==> config.mk <==
export PLATFORM = sky130hd
export DESIGN_NAME = periodic_task_dispatcher
export DESIGN_NICKNAME = d
export VERILOG_FILES = /design/src/sv/ptd_pkg.sv /design/src/sv/ptd_cell.sv /design/src/sv/periodic_task_dispatcher.sv
export SDC_FILE = /design/constraint.sdc
export NUM_CORES = 2
export LEC_CHECK = 0
export BUFFER_PORTS_ARGS = -buffer_cell sky130_fd_sc_hd__buf_2
export CORE_ASPECT_RATIO = 0.5
export CORE_MARGIN = 2
export CORE_UTILIZATION = 43
export CTS_BUF_LIST = sky130_fd_sc_hd__clkbuf_2 sky130_fd_sc_hd__clkbuf_4 sky130_fd_sc_hd__clkbuf_8
export CTS_CLUSTER_DIAMETER = 80
export CTS_CLUSTER_SIZE = 24
export DETAILED_ROUTE_END_ITERATION = 8
export HOLD_SLACK_MARGIN = 0.06
export PLACE_DENSITY = 0.68
export SYNTH_ARGS = -nofsm -noshare
export SYNTH_HDL_FRONTEND = slang
export SYNTH_SLANG_ARGS = --single-unit
==> constraint.sdc <==
create_clock -name clk_i -period 8.2 [get_ports clk_i]
set_clock_uncertainty 0.15 [all_clocks]
set_input_delay 1.64 -clock clk_i [delete_from_list [all_inputs] [get_ports clk_i]]
set_output_delay 1.64 -clock clk_i [all_outputs]
set_load 0.1 [all_outputs]
==> src/sv/ptd_pkg.sv <==
// ----------------------------------------------------------------------------
// ptd_pkg
// shared types and constants of the periodic task dispatcher
// ----------------------------------------------------------------------------
package ptd_pkg;

  localparam int unsigned SLOTS_DEF = 8;
  localparam int unsigned TIME_W    = 32;
  localparam int unsigned ID_W      = 3;
  localparam int unsigned MASK_W    = 8;

  // tdata widths of both stream sides, padded to whole bytes
  localparam int unsigned S_DATA_W  = 72;
  localparam int unsigned M_DATA_W  = 112;
  localparam int unsigned S_USER_W  = 2;

  typedef enum logic [1:0] {
    OP_TICK    = 2'd0,
    OP_ADD     = 2'd1,
    OP_SUSPEND = 2'd2,
    OP_RESUME  = 2'd3
  } ptd_op_e;

  // operation broadcast from the controller to every cell
  typedef struct packed {
    logic              exec;
    ptd_op_e           func;
    logic [TIME_W-1:0] now;
    logic [TIME_W-1:0] period;
    logic [ID_W-1:0]   task_id;
  } ptd_op_t;

endpackage

==> src/sv/ptd_cell.sv <==
// ----------------------------------------------------------------------------
// ptd_cell
// one task slot: period, last run, ready flag and run count; the slot
// allocation flag and the run count readout ripple along the row
// ----------------------------------------------------------------------------
module ptd_cell #(
  parameter int unsigned INDEX = 0
) (
  input  logic                         clk_i,
  input  logic                         rst_ni,
  input  ptd_pkg::ptd_op_t             op_i,
  input  logic                         used_i,
  output logic                         used_o,
  input  logic [ptd_pkg::TIME_W-1:0]   rd_i,
  output logic [ptd_pkg::TIME_W-1:0]   rd_o,
  output logic                         due_o
);

  logic [ptd_pkg::TIME_W-1:0] period_q, period_d;
  logic [ptd_pkg::TIME_W-1:0] last_q, last_d;
  logic [ptd_pkg::TIME_W-1:0] runs_q, runs_d;
  logic                       ready_q, ready_d;
  logic                       used_q, used_d;
  logic [ptd_pkg::TIME_W-1:0] elapsed;
  logic                       sel;
  logic                       target;

  always_comb begin
    sel     = (32'(op_i.task_id) == INDEX);
    elapsed = op_i.now - last_q;
    due_o   = op_i.exec && (op_i.func == ptd_pkg::OP_TICK) &&
              used_q && ready_q && (elapsed >= period_q);
    // first free slot takes the add
    target  = used_i && !used_q;
    used_o  = used_q;
    rd_o    = rd_i | (sel ? runs_q : '0);
  end

  always_comb begin
    period_d = period_q;
    last_d   = last_q;
    runs_d   = runs_q;
    ready_d  = ready_q;
    used_d   = used_q;
    if (op_i.exec) begin
      unique case (op_i.func)
        ptd_pkg::OP_TICK: begin
          if (due_o) begin
            last_d = op_i.now;
            runs_d = runs_q + 32'd1;
          end
        end
        ptd_pkg::OP_ADD: begin
          if (target) begin
            period_d = op_i.period;
            last_d   = '0;
            runs_d   = '0;
            ready_d  = 1'b1;
            used_d   = 1'b1;
          end
        end
        ptd_pkg::OP_SUSPEND: begin
          if (sel && used_q) ready_d = 1'b0;
        end
        ptd_pkg::OP_RESUME: begin
          if (sel && used_q && !ready_q) begin
            ready_d = 1'b1;
            last_d  = op_i.now;
          end
        end
        default: ;
      endcase
    end
  end

  always_ff @(posedge clk_i or negedge rst_ni) begin
    if (!rst_ni) begin
      last_q  <= '0;
      runs_q  <= '0;
      ready_q <= 1'b0;
      used_q  <= 1'b0;
    end else begin
      last_q  <= last_d;
      runs_q  <= runs_d;
      ready_q <= ready_d;
      used_q  <= used_d;
    end
  end

  always_ff @(posedge clk_i) begin
    period_q <= period_d;
  end

endmodule

==> src/sv/periodic_task_dispatcher.sv <==
// ----------------------------------------------------------------------------
// periodic_task_dispatcher
// row of task slot cells driven by a small controller, one request at a time
// ----------------------------------------------------------------------------
//  channel  dir  handshake                   contents
//  s_axis   in   s_axis_tvalid/tready        tuser func, tdata now/period/task_id
//  m_axis   out  m_axis_tvalid/tready        tdata result fields
//
//  a request runs in steps: accept, slot update in every cell, run count
//  readout through the cell row into the output register
//  the readout ripple through SLOTS cells sets the length of the readout cycle
//  reset clears all slots to unused and suspended and zeroes the counters
//  a stalled result holds in the output register; the next request is
//  accepted meanwhile and waits in its readout cycle until the register frees
module periodic_task_dispatcher #(
  parameter int unsigned SLOTS = ptd_pkg::SLOTS_DEF
) (
  input  logic                           clk_i,
  input  logic                           rst_ni,
  input  logic                           s_axis_tvalid,
  output logic                           s_axis_tready,
  // [31:0] now, [63:32] period, [66:64] task_id
  input  logic [ptd_pkg::S_DATA_W-1:0]   s_axis_tdata,
  // [1:0] func
  input  logic [ptd_pkg::S_USER_W-1:0]   s_axis_tuser,
  output logic                           m_axis_tvalid,
  input  logic                           m_axis_tready,
  // [7:0] due_mask, [8] idle_pass, [11:9] new_task_id, [12] add_failed,
  // [44:13] run_count, [76:45] pass_count, [108:77] idle_count
  output logic [ptd_pkg::M_DATA_W-1:0]   m_axis_tdata
);

  localparam int unsigned CNT_W = $clog2(SLOTS + 1);

  localparam logic [1:0] ST_IDLE = 2'd0;
  localparam logic [1:0] ST_EXEC = 2'd1;
  localparam logic [1:0] ST_READ = 2'd2;

  logic [1:0]                  state_q, state_d;
  ptd_pkg::ptd_op_t            op;
  ptd_pkg::ptd_op_e            func_q;
  logic [ptd_pkg::TIME_W-1:0]  now_q, period_q;
  logic [ptd_pkg::ID_W-1:0]    id_q;
  logic [CNT_W-1:0]            used_cnt_q;
  logic [ptd_pkg::TIME_W-1:0]  pass_q, idle_cnt_q;
  logic [ptd_pkg::MASK_W-1:0]  due_q;
  logic                        idle_q, fail_q;
  logic [ptd_pkg::ID_W-1:0]    new_id_q;
  logic                        out_valid_q;
  logic [ptd_pkg::M_DATA_W-1:0] out_data_q;

  logic [SLOTS:0]              used_c;
  logic [ptd_pkg::TIME_W-1:0]  rd_c [SLOTS+1];
  logic [SLOTS-1:0]            due_c;
  logic [ptd_pkg::MASK_W-1:0]  due8;
  logic                        full;
  logic                        accept, out_free;

  assign accept        = s_axis_tvalid && s_axis_tready;
  assign s_axis_tready = (state_q == ST_IDLE);
  assign out_free      = !out_valid_q || m_axis_tready;
  assign full          = used_c[SLOTS];
  assign used_c[0]     = 1'b1;
  assign rd_c[0]       = '0;

  assign op.exec    = (state_q == ST_EXEC);
  assign op.func    = func_q;
  assign op.now     = now_q;
  assign op.period  = period_q;
  assign op.task_id = id_q;

  for (genvar g = 0; g < SLOTS; g++) begin : g_cell
    ptd_cell #(.INDEX(g)) u_cell (
      .clk_i  (clk_i),
      .rst_ni (rst_ni),
      .op_i   (op),
      .used_i (used_c[g]),
      .used_o (used_c[g+1]),
      .rd_i   (rd_c[g]),
      .rd_o   (rd_c[g+1]),
      .due_o  (due_c[g])
    );
  end

  // only the first eight slots show in the mask
  for (genvar b = 0; b < ptd_pkg::MASK_W; b++) begin : g_mask
    if (b < SLOTS) begin : g_on
      assign due8[b] = due_c[b];
    end else begin : g_off
      assign due8[b] = 1'b0;
    end
  end

  always_comb begin
    state_d = state_q;
    unique case (state_q)
      ST_IDLE: if (accept) state_d = ST_EXEC;
      ST_EXEC: state_d = ST_READ;
      ST_READ: if (out_free) state_d = ST_IDLE;
      default: state_d = ST_IDLE;
    endcase
  end

  always_ff @(posedge clk_i) begin
    if (accept) begin
      func_q   <= ptd_pkg::ptd_op_e'(s_axis_tuser);
      now_q    <= s_axis_tdata[31:0];
      period_q <= s_axis_tdata[63:32];
      id_q     <= s_axis_tdata[66:64];
    end
    if (state_q == ST_EXEC) begin
      due_q    <= (func_q == ptd_pkg::OP_TICK) ? due8 : '0;
      idle_q   <= (func_q == ptd_pkg::OP_TICK) && (due_c == '0);
      fail_q   <= (func_q == ptd_pkg::OP_ADD) && full;
      new_id_q <= ((func_q == ptd_pkg::OP_ADD) && !full) ? 3'(used_cnt_q) : '0;
    end
    if (state_q == ST_READ && out_free) begin
      out_data_q <= {3'b000, idle_cnt_q, pass_q, rd_c[SLOTS], fail_q, new_id_q,
                     idle_q, due_q};
    end
  end

  always_ff @(posedge clk_i or negedge rst_ni) begin
    if (!rst_ni) begin
      state_q     <= ST_IDLE;
      used_cnt_q  <= '0;
      pass_q      <= '0;
      idle_cnt_q  <= '0;
      out_valid_q <= 1'b0;
    end else begin
      state_q <= state_d;
      if (state_q == ST_EXEC) begin
        if (func_q == ptd_pkg::OP_TICK) begin
          pass_q <= pass_q + 32'd1;
          if (due_c == '0) idle_cnt_q <= idle_cnt_q + 32'd1;
        end
        if (func_q == ptd_pkg::OP_ADD && !full) used_cnt_q <= used_cnt_q + CNT_W'(1);
      end
      if (state_q == ST_READ && out_free) begin
        out_valid_q <= 1'b1;
      end else if (m_axis_tready) begin
        out_valid_q <= 1'b0;
      end
    end
  end

  assign m_axis_tvalid = out_valid_q;
  assign m_axis_tdata  = out_data_q;

endmodule

* Word level (Yosys, flattened, before mapping)
Cells that the tools add are included.
** Word-level totals
- Flip-flop bits (word level) :: 1046
** Operators by class
- Equality and inequality tests :: 46
- Reductions and logical operators :: 115
- Add/sub/neg operators :: 19
- Bitwise gates (word level) :: 8
- Muxes and demuxes :: 93
- Order comparisons :: 8
** Operators with widths (count)
- $mux 32 :: 40
- $pmux 32 s3 :: 8
- $pmux 32 s2 :: 8
- $add 32x1->32 const B :: 10
- $ge 32x32->1 :: 8
- $sub 32x32->32 :: 8
- $or 32x32->32 :: 7
- $reduce_and 5->1 :: 16
- $ne 2x1->1 const B :: 32
- $logic_and 1x1->1 :: 53
- $reduce_and 4->1 :: 8
- $reduce_and 3->1 :: 9
- $mux 1 :: 26
- $pmux 1 s3 :: 8
- $logic_not 1->1 :: 16
- $eq 3x3->1 const B :: 4
- $logic_not 8->1 :: 1
- $reduce_and 2->1 :: 4
- $eq 2x2->1 const B :: 3
- $eq 3x2->1 const B :: 2
- $pmux 2 s3 :: 1
- $reduce_bool 3->1 :: 2
- $add 4x1->4 const B :: 1
- $eq 2x1->1 const B :: 2
- other kinds (8) :: 12

* Longest topological paths before layout
- Depth after elaboration :: 9
- Mapped depth :: 26

* Hierarchy
Synthesis repeated with hierarchy kept, for this count alone.
** Second synthesis, totals
- Cells, all modules :: 6279
- Area, all modules :: 63388.3 um2
** By module, submodules not included
- ptd_cell at g_cell[3].u_cell ... :: sequential area each 2612.5 um2, instances 3, cells each 708, area each 6742.7 um2
- periodic_task_dispatcher :: sequential area each 7487.2 um2, instances 1, cells each 521, area each 9193.8 um2
- ptd_cell at g_cell[1].u_cell :: sequential area each 2612.5 um2, instances 1, cells each 739, area each 6877.8 um2
- ptd_cell at g_cell[7].u_cell :: sequential area each 2612.5 um2, instances 1, cells each 733, area each 6850.3 um2
- ptd_cell at g_cell[2].u_cell :: sequential area each 2612.5 um2, instances 1, cells each 741, area each 6846.6 um2
- ptd_cell at g_cell[4].u_cell :: sequential area each 2612.5 um2, instances 1, cells each 707, area each 6745.2 um2
- ptd_cell at g_cell[0].u_cell :: sequential area each 2612.5 um2, instances 1, cells each 714, area each 6646.4 um2

* Least setup slack after synthesis
No wires, ideal clock.
- Path kind :: input to register
- Start point :: input port m_axis_tready
- End point :: register out_data_q (netlist bit m_axis_tdata[0]) (enable)
- Path buffers :: 0
- Stages on the path :: 2
- Setup slack :: 0.878 ns
- Setup time :: 0.591 ns
- Data arrival time :: 6.581 ns
- Path through :: nand2b_1 > nor2b_1
** Between the ends
- Word-level cells in the longest chain between the ends :: 2
** RTL lines
- from (decl) :: line periodic_task_dispatcher.sv:27 : input logic m_axis_tready,
- $logic_or 1x1->1 :: line periodic_task_dispatcher.sv:61 : assign out_free = !out_valid_q || m_axis_tready;
- $logic_and 1x1->1 :: line periodic_task_dispatcher.sv:117 : if (state_q == ST_READ && out_free) begin
- to (signal assigned) :: line periodic_task_dispatcher.sv:118 : out_data_q <= {3'b000, idle_cnt_q, pass_q, rd_c[SLOTS], fail_q, new_id_q,
- to (decl) :: line periodic_task_dispatcher.sv:50 : logic [ptd_pkg::M_DATA_W-1:0] out_data_q;
Every way passes these cells.
A chain may end at the register's enable or synchronous reset.

* Worst setup path in the final report
- Start point :: register now_q[0] in the netlist's numbering
- End point :: register idle_cnt_q[1] in the netlist's numbering
** Between the ends
- Word-level cells in the longest chain between the ends :: 5
- Elaborated cells between the ends (all ways) :: 26
** RTL lines
- from (decl) :: line periodic_task_dispatcher.sv:42 : logic [ptd_pkg::TIME_W-1:0] now_q, period_q;
- from (signal assigned) :: line periodic_task_dispatcher.sv:107 : now_q <= s_axis_tdata[31:0];
- $sub 32x32->32 :: line ptd_cell.sv:30 : elapsed = op_i.now - last_q;
- $ge 32x32->1 :: line ptd_cell.sv:32 : used_q && ready_q && (elapsed >= period_q);
- $logic_and 1x1->1 :: line ptd_cell.sv:32
- $logic_not 8->1 (*) :: line periodic_task_dispatcher.sv:135 : if (due_c == '0) idle_cnt_q <= idle_cnt_q + 32'd1;
- $reduce_and 3->1 (no line) (*)
- to (signal assigned) :: line periodic_task_dispatcher.sv:135
- to (decl) :: line periodic_task_dispatcher.sv:45 : logic [ptd_pkg::TIME_W-1:0] pass_q, idle_cnt_q;
Every way passes the cells marked *; elsewhere a longest branch is shown, timed or not.

==> metrics.txt <==
# TYPE chip_impl_metric gauge
chip_impl_info{name="run_status",value="finished clean"} 1
chip_impl_metric{name="chipHeight",unit="um"} 271
chip_impl_metric{name="cts_sinks",unit=""} 1045
chip_impl_metric{name="post-layout-total-power",unit="mW"} 19.6
chip_impl_metric{name="cp_data_required_time",unit="ns"} 8.78
chip_impl_metric{name="worst_skew_pair.late_latency",unit="ns"} 0.86
chip_impl_info{name="critPathLaunchType",value="flip-flop"} 1
chip_impl_metric{name="synth_cell_types",unit=""} 94
chip_impl_metric{name="nNetsFinal",unit=""} 6685
chip_impl_metric{name="ir_worst_vdd",unit="uV"} 138
chip_impl_metric{name="antenna_found_initial",unit=""} 4
chip_impl_metric{name="filler_cell_count",unit=""} 13396
chip_impl_info{name="cp_endpoint_kind",value="flip-flop"} 1
chip_impl_metric{name="synth_cells",unit=""} 5939
chip_impl_metric{name="worst_pin_slew",unit="ns"} 1.18
chip_impl_metric{name="holdWs",unit="ns"} 0.289
chip_impl_info{name="layout_commonest_cell",value="inv_1"} 1
chip_impl_metric{name="sequential_cell_area",unit="um2"} 28400
chip_impl_metric{name="final_min_period_over_clock_period",unit="%"} 96.3
chip_impl_info{name="clock-root-buffer",value="clkbuf_8"} 1
chip_impl_metric{name="setup_tns",unit="ns"} 0
chip_impl_metric{name="static-leakage-power",unit="nW"} 29.0
chip_impl_metric{name="reg2reg_setup_slack",unit="ns"} 0.30
chip_impl_metric{name="drv_slew",unit=""} 0
chip_impl_metric{name="fin_crit",unit="ns"} 7.90
chip_impl_metric{name="crit_fanout",unit=""} 4
chip_impl_metric{name="grt_start_max_net_pins",unit=""} 174
chip_impl_metric{name="final-hold-violation-count",unit=""} 0
chip_impl_metric{name="dp_hpwl",unit="um"} 128000
chip_impl_metric{name="boundaryPins",unit=""} 192
chip_impl_metric{name="cts_htree_levels",unit=""} 2
chip_impl_metric{name="f_max",unit="MHz"} 127
chip_impl_info{name="grt_setup_unrepaired",value="no"} 1
chip_impl_metric{name="drc_errors",unit=""} 0
chip_impl_metric{name="holdBufCountCts",unit=""} 0
chip_impl_metric{name="cts_setup_buffers",unit=""} 0
chip_impl_metric{name="yosysSeqAreaShare",unit="%"} 46.2
chip_impl_metric{name="asyncSetResetFlopFracSynth",unit="%"} 57.2
chip_impl_metric{name="wire_length_of_the_first_global_routing_pass",unit="um"} 269000
chip_impl_metric{name="multi_input_comb_area",unit="um2"} 30100
chip_impl_metric{name="numCtsBuffers",unit=""} 51
chip_impl_metric{name="detailroute.via_count",unit=""} 46843
chip_impl_metric{name="synth_largest_type_area_fraction",unit="%"} 24.3
chip_impl_info{name="synth_top_cell_by_area",value="dfrtp_1"} 1
chip_impl_info{name="ys_dominant_reg_cell",value="dfrtp_1"} 1
chip_impl_info{name="path_class",value="reg2reg"} 1
chip_impl_metric{name="clkTransAtPathRegs",unit="ns"} 0.15
chip_impl_metric{name="rows",unit=""} 98
chip_impl_metric{name="wl_per_cell",unit="um"} 22.3
chip_impl_metric{name="post_route_cells_drive_above_1_share",unit="%"} 12.1
chip_impl_metric{name="cts-resized-gates",unit=""} 0
chip_impl_metric{name="die_x",unit="um"} 539
chip_impl_metric{name="post_syn_area",unit="um2"} 61500
chip_impl_metric{name="cts-root-to-sink-buffers",unit=""} 3
chip_impl_info{name="cts_tree",value="yes"} 1
chip_impl_metric{name="initial_drt_pass_iterations",unit=""} 6
chip_impl_metric{name="via_per_inst",unit=""} 5.84
chip_impl_info{name="top_cells_by_area_synth",value="dfrtp_1 24%, edfxtp_1 22%, ha_1 10%"} 1
chip_impl_metric{name="number_of_enable_type_register_cells_in_the_synthesized_netlist",unit=""} 447
chip_impl_metric{name="timing.critical_path.arrival",unit="ns"} 8.48
chip_impl_info{name="min-delay-path-class",value="reg2reg"} 1
chip_impl_metric{name="setup_violations",unit=""} 0
chip_impl_metric{name="numPortBuffers",unit=""} 183
chip_impl_metric{name="grt-ovfl-total",unit=""} 0
chip_impl_metric{name="synth_seq_cells",unit=""} 1045
chip_impl_metric{name="postRouteWirelength",unit="um"} 179000
chip_impl_metric{name="initial_core_util",unit="%"} 43.2
chip_impl_metric{name="power_per_cell_area",unit="nW/um2"} 296
chip_impl_info{name="mostFrequentLayoutCells",value="628 x inv_1, 598 x dfrtp_1, 515 x ha_1"} 1
chip_impl_metric{name="final_weighted_congestion_of_routability_driven_global_placement",unit=""} 0.934
chip_impl_metric{name="area_growth_synth_to_finish",unit="%"} 7.57
chip_impl_metric{name="ant_nets",unit=""} 0
chip_impl_metric{name="groute.usage.overall",unit="%"} 23.9
chip_impl_metric{name="initialDrtViolationCount",unit=""} 5013
chip_impl_metric{name="synth.yosys.warnings",unit=""} 0
chip_impl_metric{name="floorplan.die_area",unit="um2"} 146000
chip_impl_metric{name="fp.coreArea",unit="um2"} 142000
chip_impl_metric{name="cap_viol_max_count",unit=""} 0
chip_impl_metric{name="timing.max_slew.rel_slack",unit="%"} 20.2
chip_impl_metric{name="syn_area_per_cell",unit="um2"} 10.4
chip_impl_metric{name="grt_pass1_vias",unit=""} 43373
## report_power, final
part	internal (mW)	switching (mW)	leakage, nW	total (mW)
clock network	0.781	1.77	0.582	2.55
registers	6.26	0.520	12.2	6.78
logic	4.03	6.25	16.2	10.3
## logic make-up after synthesis
family	Yosys count	share of synthesized area, %
and+or+nand+nor	1647	14.4
DFF	1045	46.2
AOI/OAI and AO/OA	1233	13.0
muxes	309	5.57
buffers and inverters	832	5.18
xor gates and xnor gates	349	4.97
adders and majority gates	523	10.7
other	1	0.00610
## cell usage after synthesis, types with 116 or more instances
master,n
inv_1,633
dfrtp_1,598
ha_1,515
edfxtp_1,447
a21oi_1,355
nand2_1,337
nor2_1,299
xnor2_1,233
mux2_2,227
o21ai_0,222
nand3_1,172
nand4_1,169
a21o_1,146
a22oi_1,128
clkbuf_1,123
xor2_1,116
## flip-flops by register name, indices dropped and copies added, names as in the netlist
| register | count |
|---|---|
| idle_q | 1 |
| pass_q | 32 |
| id_q | 3 |
| g_cell.u_cell.last_q | 256 |
| state_q | 2 |
| used_cnt_q | 3 |
| period_q | 32 |
| g_cell.u_cell.ready_q | 8 |
| idle_cnt_q | 32 |
| g_cell.u_cell.period_q | 256 |
| m_axis_tdata | 109 |
| g_cell.u_cell.runs_q | 256 |
| fail_q | 1 |
| now_q | 32 |
| new_id_q | 3 |
| m_axis_tvalid | 1 |
| due_q | 8 |
| g_cell.u_cell.used_o | 8 |
| func_q | 2 |
## cell type report
type / instances / area share [%]
multi-input combinational: 4064 / 45.5
antenna: 2 / 0.00757
tap: 1900 / 3.59
clock buffer: 86 / 1.48
inverter: 638 / 3.62
sequential: 1045 / 42.9
clock inverter: 8 / 0.149
timing repair buffer: 284 / 2.72
## per-layer routing
metal	wire length [um]	GRT usage, %	vias up
met3	14300	3.50	277
met2	77100	36.4	1716
li1	-	-	21708
met4	6220	7.60	0
met5	0	0	-
met1	81000	35.0	23142
## stage by stage
stage	utilization (%)	setup WS, ns	instance area, um2	cells
3_5_place_dp	45.7	0.649	65100	7931
3_3_place_gp	45.7	0.707	65100	7931
6_report	46.4	0.301	66200	8027
5_1_grt	46.4	0.00459	66200	8026
4_1_cts	46.4	0.599	66100	8025
2_1_floorplan	-	0.878	61500	5941
## worst max-delay path, stage by stage (launching register included)
cell and delay, ns:
edfxtp_1 0.39, inv_1 0.08, ha_1 0.18, inv_1 0.06, fa_1 0.45, a211oi_1 0.35, o21ai_0 0.45, a32o_1 0.48
a311o_1 0.38, a31oi_1 0.51, o21ai_0 0.40, a2111oi_0 0.63, or4b_2 0.23, nand3_1 0.09, ha_1 0.19, a21o_1 0.15
a21o_1 0.17, a21oi_1 0.18, nor4bb_1 0.30, buf_4 0.17, a21oi_2 0.11, or4_1 0.86, nor4_2 0.43, mux2_1 0.36
## final timing paths
kind / end / from / cells after the start
worst min register to register: m_axis_tdata[3] / due_q[3] / 0
worst max register to register: idle_cnt_q[1] / now_q[0] / 23
worst max-delay path: idle_cnt_q[1] / now_q[0] / 23
worst min-delay path: m_axis_tdata[3] / due_q[3] / 0
max in group asynchronous: idle_cnt_q[26] / rst_ni / 2
min in group asynchronous: g_cell[0].u_cell.runs_q[28] / rst_ni / 1
(Power assumes the default switching activity.)
